--- src/rtl/ghdc_pkg.sv ---
// Shared constants, types and codes for the glyph halo colorizer.
`timescale 1ns / 1ps

package ghdc_pkg;

  // Mask area limits; the input coordinate fields are sized to match them.
  localparam int MAX_WIDTH  = 512;
  localparam int MAX_HEIGHT = 128;
  localparam int MAX_HALO   = 15;

  localparam int XW = $clog2(MAX_WIDTH);
  localparam int YW = $clog2(MAX_HEIGHT);
  localparam int HW = (MAX_HALO > 0) ? $clog2(MAX_HALO + 1) : 1;

  // Configuration register widths.
  localparam int WREG_W = 10;
  localparam int HREG_W = 8;
  localparam int TREG_W = 4;
  localparam int RGBA_W = 32;
  localparam int DATA_W = 32;
  localparam int CFG_AW = 5;
  localparam int IDX_W  = CFG_AW - 2;

  // Register indexes.
  localparam logic [IDX_W-1:0] REG_WIDTH  = 3'd0;
  localparam logic [IDX_W-1:0] REG_HEIGHT = 3'd1;
  localparam logic [IDX_W-1:0] REG_THICK  = 3'd2;
  localparam logic [IDX_W-1:0] REG_FG     = 3'd3;
  localparam logic [IDX_W-1:0] REG_HALO   = 3'd4;
  localparam logic [IDX_W-1:0] REG_BG     = 3'd5;

  // Pixel class codes.
  localparam logic [1:0] CLS_BG   = 2'd0;
  localparam logic [1:0] CLS_FG   = 2'd1;
  localparam logic [1:0] CLS_HALO = 2'd2;

  // Access function codes.
  localparam logic FUNC_WRITE = 1'b0;
  localparam logic FUNC_READ  = 1'b1;

  // Effective configuration seen by the sequencer.
  typedef struct packed {
    logic [WREG_W-1:0] width;
    logic [HREG_W-1:0] height;
    logic [HW-1:0]     thick;
    logic [RGBA_W-1:0] fg;
    logic [RGBA_W-1:0] halo;
    logic [RGBA_W-1:0] bg;
  } cfg_t;

  // Requests from the sequencer to the mask memory.
  typedef struct packed {
    logic          wr_en;
    logic [YW-1:0] wr_row;
    logic [XW-1:0] wr_col;
    logic          wr_bit;
    logic          rd_en;
    logic [YW-1:0] rd_row;
  } mem_req_t;

endpackage

--- src/rtl/ghdc_cfg.sv ---
// Configuration registers with an APB-style write and read port.
`timescale 1ns / 1ps

module ghdc_cfg import ghdc_pkg::*; (
  input  logic              clk,
  input  logic              rst_n,
  input  logic              psel,
  input  logic              penable,
  input  logic              pwrite,
  input  logic [CFG_AW-1:0] paddr,
  input  logic [DATA_W-1:0] pwdata,
  output logic [DATA_W-1:0] prdata,
  output logic              pready,
  output cfg_t              cfg
);

  logic [WREG_W-1:0] width_r;
  logic [HREG_W-1:0] height_r;
  logic [TREG_W-1:0] thick_r;
  logic [RGBA_W-1:0] fg_r;
  logic [RGBA_W-1:0] halo_r;
  logic [RGBA_W-1:0] bg_r;
  logic              wr_c;
  logic [IDX_W-1:0]  idx_c;

  assign pready = 1'b1;
  assign wr_c   = psel && penable && pwrite && pready;
  assign idx_c  = paddr[CFG_AW-1:2];

  // Register writes; unlisted addresses are ignored.
  always_ff @(posedge clk) begin
    if (!rst_n) begin
      width_r  <= WREG_W'(MAX_WIDTH);
      height_r <= HREG_W'(MAX_HEIGHT);
      thick_r  <= '0;
      fg_r     <= 32'hFFFF_FFFF;
      halo_r   <= 32'h0000_00FF;
      bg_r     <= '0;
    end else if (wr_c) begin
      unique case (idx_c)
        REG_WIDTH:  width_r  <= pwdata[WREG_W-1:0];
        REG_HEIGHT: height_r <= pwdata[HREG_W-1:0];
        REG_THICK:  thick_r  <= pwdata[TREG_W-1:0];
        REG_FG:     fg_r     <= pwdata[RGBA_W-1:0];
        REG_HALO:   halo_r   <= pwdata[RGBA_W-1:0];
        REG_BG:     bg_r     <= pwdata[RGBA_W-1:0];
        default: ;
      endcase
    end
  end

  // Read-back of the stored register values.
  always_comb begin
    unique case (idx_c)
      REG_WIDTH:  prdata = DATA_W'(width_r);
      REG_HEIGHT: prdata = DATA_W'(height_r);
      REG_THICK:  prdata = DATA_W'(thick_r);
      REG_FG:     prdata = DATA_W'(fg_r);
      REG_HALO:   prdata = DATA_W'(halo_r);
      REG_BG:     prdata = DATA_W'(bg_r);
      default:    prdata = '0;
    endcase
  end

  // Sizes clamp to the mask area and the radius saturates.
  always_comb begin
    cfg.width  = (width_r > WREG_W'(MAX_WIDTH)) ? WREG_W'(MAX_WIDTH) : width_r;
    cfg.height = (height_r > HREG_W'(MAX_HEIGHT)) ? HREG_W'(MAX_HEIGHT) : height_r;
    cfg.thick  = (32'(thick_r) > MAX_HALO) ? HW'(MAX_HALO) : HW'(thick_r);
    cfg.fg     = fg_r;
    cfg.halo   = halo_r;
    cfg.bg     = bg_r;
  end

endmodule

--- config.mk ---
export PLATFORM = sky130hd
export DESIGN_NAME = ghdc_cfg
export DESIGN_NICKNAME = d
export VERILOG_FILES = /design/src/rtl/ghdc_pkg.sv /design/src/rtl/ghdc_cfg.sv
export SDC_FILE = /design/constraint.sdc
export NUM_CORES = 1
export LEC_CHECK = 0
export BUFFER_PORTS_ARGS = -buffer_cell sky130_fd_sc_hd__buf_4
export CAP_MARGIN = 20
export CORE_AREA = 4 4 116 118
export DETAILED_ROUTE_END_ITERATION = 8
export DIE_AREA = 0 0 120 122
export GPL_TIMING_DRIVEN = 0
export PLACE_DENSITY = 0.74
export REMOVE_ABC_BUFFERS = 1
export SKIP_LAST_GASP = 1
export SYNTH_ARGS = -nofsm -noshare
export SYNTH_HDL_FRONTEND = slang
export SYNTH_SLANG_ARGS = --single-unit
export TNS_END_PERCENT = 30
--- constraint.sdc ---
create_clock -name clk -period 1.2 [get_ports clk]
set_clock_uncertainty 0.1 [all_clocks]
set_input_delay 0.06 -clock clk [delete_from_list [all_inputs] [get_ports clk]]
set_output_delay 0.06 -clock clk [all_outputs]
set_load 0.02 [all_outputs]
# Word-level counts from Yosys, hierarchy flattened
# Cells that the tools add are included.
# classes
n_reduce_logical,9
muxes,3
magnitude_cmp,2
n_eq_ne,5
# op_table
operator,n
32-bit case mux with 6 select lines,1
2-bit AND reduction,6
"10-bit > comparator, second input constant",1
10-bit two-way mux,1
"8-bit > comparator, second input constant",1
8-bit two-way mux,1
"3-bit by 2-bit equality test with 1-bit output, second input constant",2
"3-bit equality test, second input constant",2
"3-bit by 1-bit equality test with 1-bit output, second input constant",1
3-bit logical NOT,1
1-bit logical AND,2
# totals
input_bits,42
register_bits,118
wordCells,25
out_inout_bits,151

# Logic depth before layout (Yosys ltp)
# logic_depth
word_depth,3
depth_mapped,6
depth_no_buf,3

# Worst setup path before layout
# Ideal clock, no wire load.
# synth_timing
kind,input port to output port
startpoint,input paddr[3]
endpoint,output prdata[1]
path_slack_ns,-0.284
t_arrival_ns,1.324
path_buffers,2
cell_stages,5
cell_sequence,buf_2 > buf_2 > nor2_1 > a22oi_1 > o21ai_0
# synth_via
elab_chain_len,2
elab_cells_between_ends,7
cone_classes,eq/ne (5); mux (1); reduce/logical (1)
# synth_rtl
item,line_no,rtl
start: declaration,ghdc_cfg.sv:10,"input logic [CFG_AW-1:0] paddr,"
"3-bit equality test, or another cell as far along",ghdc_cfg.sv:54,unique case (idx_c)
32-bit case mux with 6 select lines (*),ghdc_cfg.sv:54,
end: declaration,ghdc_cfg.sv:12,"output logic [DATA_W-1:0] prdata,"
# Every way passes the cells marked *; elsewhere a longest branch is shown, timed or not.

# Worst setup path after layout
# layout_timing
startpoint,register height_r[4]
endpoint,output prdata[4]
# layout_via
elab_chain_len,1
# layout_rtl
item,line_no,rtl
start: declaration,ghdc_cfg.sv:18,logic [HREG_W-1:0] height_r;
start signal: assignment,ghdc_cfg.sv:34,height_r <= HREG_W'(MAX_HEIGHT);
start signal: assignment,ghdc_cfg.sv:42,REG_HEIGHT: height_r <= pwdata[HREG_W-1:0];
32-bit case mux with 6 select lines,ghdc_cfg.sv:54,
# Every way passes these cells.

==> impl_metrics.csv <==
group,metric,value,unit
worst_hold_path,hold_path.class,"primary input to flop",
setup_path,critPathBufInv,1,
routing,vias,5506,
synth,synth_top_cell_area_share,43.2,%
setup_path,worst_ep_required_time,1.04,ns
global_route,first_global_vias,5440,
timing,period_share,138,%
routing,dr.first_iter.drc_count,421,
clocking,cts-root-buf,"clkbuf_16",
die,die_area,14600,um2
routing,drc,0,
timing,finalMaxSlewViolations,0,
synth,syn-mean-instance-area,9.16,um2
run,maxCapViolations,0,
power,ir_drop,630,uV
power,leakage,3.71,nW
routing,drt-total-wl,19900,um
timing,max_freq,605,MHz
power,p_per_area,1170,nW/um2
setup_path,cp-end-kind,"primary output",
run_status,status,"complete, but fails checks",
synth,seq_area_frac_synth,43.2,%
synth,synth_top_family_by_area,"multiplexers",
synth,synth_xor_area_share,0,%
die,core-area,12500,um2
routing,wl_per_cell,19.5,um
clocking,htree_levels,4,
timing,hold_viol,0,
setup_path,crit_family,"flip-flops",
die,die_y,122,um
synth,postSynthCellCount,597,
placed_design,hpwlAfterDp,11400,um
routing,antenna_left,0,
clocking,cts.path.max_buffers,2,
routing,drt_first_pass_iters,5,
finish,diodes,0,
clocking,cts_tree,"built",
global_route,grt_overflow,0,
timing,final.min_clock_period,1.65,ns
setup_path,crit_slowest_cell,"dfxtp_2",
timing,tns,-14.08,ns
setup_path,worstPathArrival,1.49,ns
synth,synth-adder-area-share,0,%
timing,max_slew_margin,53.5,%
global_route,grtUsageTotal,25.3,%
clocking,clk_pin_slew,0.05,ns
synth,yosysUniqueCellTypes,33,
clocking,clkSinkCount,118,
setup_path,path_cells,"mux2_4 > a221oi_2 > nor2_1 > buf_4",
die,ioPinCount,193,
placed_design,place.gp.congestion,0.827,
finish,drive_gt1_share,42.3,%
timing,finalWorstSetupSlack,-0.452,ns
synth,ys_ff_latch,118,
timing,finalSetupViolCount,86,
die,rows,41,
synth,synth_mux_area_share,21.7,%
run_status,failed_checks,"negative setup slack",
timing,worst_pin_slew,0.698,ns
synth,yosysTopAreaCell,"dfxtp_1",
timing,rsz0062_at_grt,"true",
setup_path,cp-start-kind,"flop",
routing,viasPerCell,5.39,
die,die_x,120,um
finish,syn_to_final_growth,56.1,%
setup_path,worstSetupPathType,"flop to primary output",
synth,yosys-top-cells-area,"dfxtp_1, mux2i_1, nand2_1",
setup_path,critPathMaxStageDelay,0.32,ns
global_route,grt_pass1_wl,28900,um
synth,synth_compound_area_share,15.9,%
setup_path,crit_fanout,3,
placed_design,io_buffers,189,
synth,ys_warn_count,0,
finish,nets,878,
clocking,cts_buffers,17,
die,start_util,43.9,%
clocking,clk_latency,0.41,ns
global_route,grt_antenna_before_repair,0,
global_route,grt_max_degree,86,
synth,synthSimpleGateAreaFrac,12.2,%
placed_design,dp_slack,-2.06,ns
synth,synth.cell_area,5470,um2
## logic make-up (layout without fill, tap and decap cells)
| family | count (synthesis) | in the layout |
|---|---|---|
| multiplexers | 117 | 117 |
| flip-flops | 118 | 118 |
| AO/OA/AOI/OAI | 126 | 126 |
| buffers and inverters | 88 | 337 |
| other | 1 | 1 |
| AND/OR/NAND/NOR | 147 | 150 |
## registers in the layout, indices dropped and copies added (netlist names)
name	cells
thick_r	4
bg_r	32
fg_r	32
halo_r	32
height_r	8
width_r	10
## Yosys cell counts
master,number
mux2i_1,103
conb_1,1
inv_1,33
clkinv_1,1
o311ai_0,8
a22oi_1,9
o21ai_0,42
or2_2,1
nor2_1,5
nand2_1,108
o221ai_1,1
nand4_2,1
mux2_2,14
buf_4,7
o22ai_1,2
clkbuf_1,34
or3_1,2
buf_2,12
o2bb2ai_1,22
nor3b_1,1
nor2_4,1
nand2b_1,2
buf_6,1
and2_0,1
nand4b_4,1
a21oi_1,5
a221oi_1,5
dfxtp_1,118
nand4_1,1
o211ai_1,32
and2_1,1
nor2b_1,21
nor2_2,1
## area by class of cell
class | count | area [um2]
fill | 960 | 3930
multi-input combinational | 394 | 2920
sequential | 118 | 2430
timing repair buffer | 271 | 2270
clock buffer | 30 | 534
tap | 172 | 215
inverter | 34 | 131
clock inverter | 2 | 35.0
## what timing repair did
item / in CTS / in global routing
endpoints found under the hold margin: 118 / 0
pin swaps: 4 / 29
setup buffers: 4 / 41
hold buffers: 32 / 0
resized for setup: 17 / 79
endpoints found under the setup margin: 160 / 162
cloned: 2 / 2
## per-layer routing
layer,up-vias,part of all wire (%),GRT usage (%)
li1,2569,-,-
met3,54,9.9,8.54
met2,292,49,43.0
met5,-,0,0
met1,2591,38,29.3
met4,0,3.2,10.4
## where the power goes
| part | leakage [nW] | switching (mW) | total (mW) | internal, mW |
|---|---|---|---|---|
| combinational | 2.46 | 0.633 | 1.13 | 0.501 |
| sequential | 0.975 | 0.0315 | 3.99 | 3.96 |
| clock | 0.279 | 1.70 | 4.88 | 3.18 |
## path summary, 6_finish.rpt
check             slack [ns]          end  cells past startpoint        start
hold reg to reg         0.37     bg_r[26]                      2     bg_r[26]
setup reg to reg        0.25  height_r[7]                      3  height_r[7]
hold / removal          0.07     fg_r[19]                      2        rst_n
setup / recovery       -0.45    prdata[4]                      4  height_r[4]
## stage by stage
stage	instances	cell area [um2]	total power, mW	hold WS (ns)	util, %
finish	1021	8540	10.0	0.0722	68.5
global route	1021	8540	10.3	0.0836	68.5
CTS	978	7960	9.92	0.0528	63.9
detailed placement	908	6960	4.98	0.252	55.8
global placement	904	6850	4.94	0.237	55.0
floorplan	543	5220	4.47	0.0489	-
## placed cells by master, fill, tap and decap left out, types with 2 or more instances in the layout
cell type / n
o22ai_1: 2
dfxtp_1: 68
o311ai_0: 8
buf_12: 5
nor2_1: 4
o21ai_0: 40
buf_16: 3
o2bb2ai_1: 20
clkbuf_8: 6
nand2b_4: 2
o2bb2ai_2: 2
a22oi_2: 4
or3_1: 2
dfxtp_4: 2
nand4_4: 2
o211ai_1: 32
nand2_1: 108
buf_6: 5
a221oi_2: 4
dlygate4sd3_1: 32
a21oi_1: 4
nor2b_1: 20
and2_4: 2
dfxtp_2: 48
mux2_2: 10
inv_1: 33
mux2i_2: 2
clkbuf_16: 18
a22oi_1: 5
nor2_4: 3
clkbuf_1: 7
mux2i_1: 101
buf_4: 225
mux2_4: 4
Power figures use the tool's default switching activity.
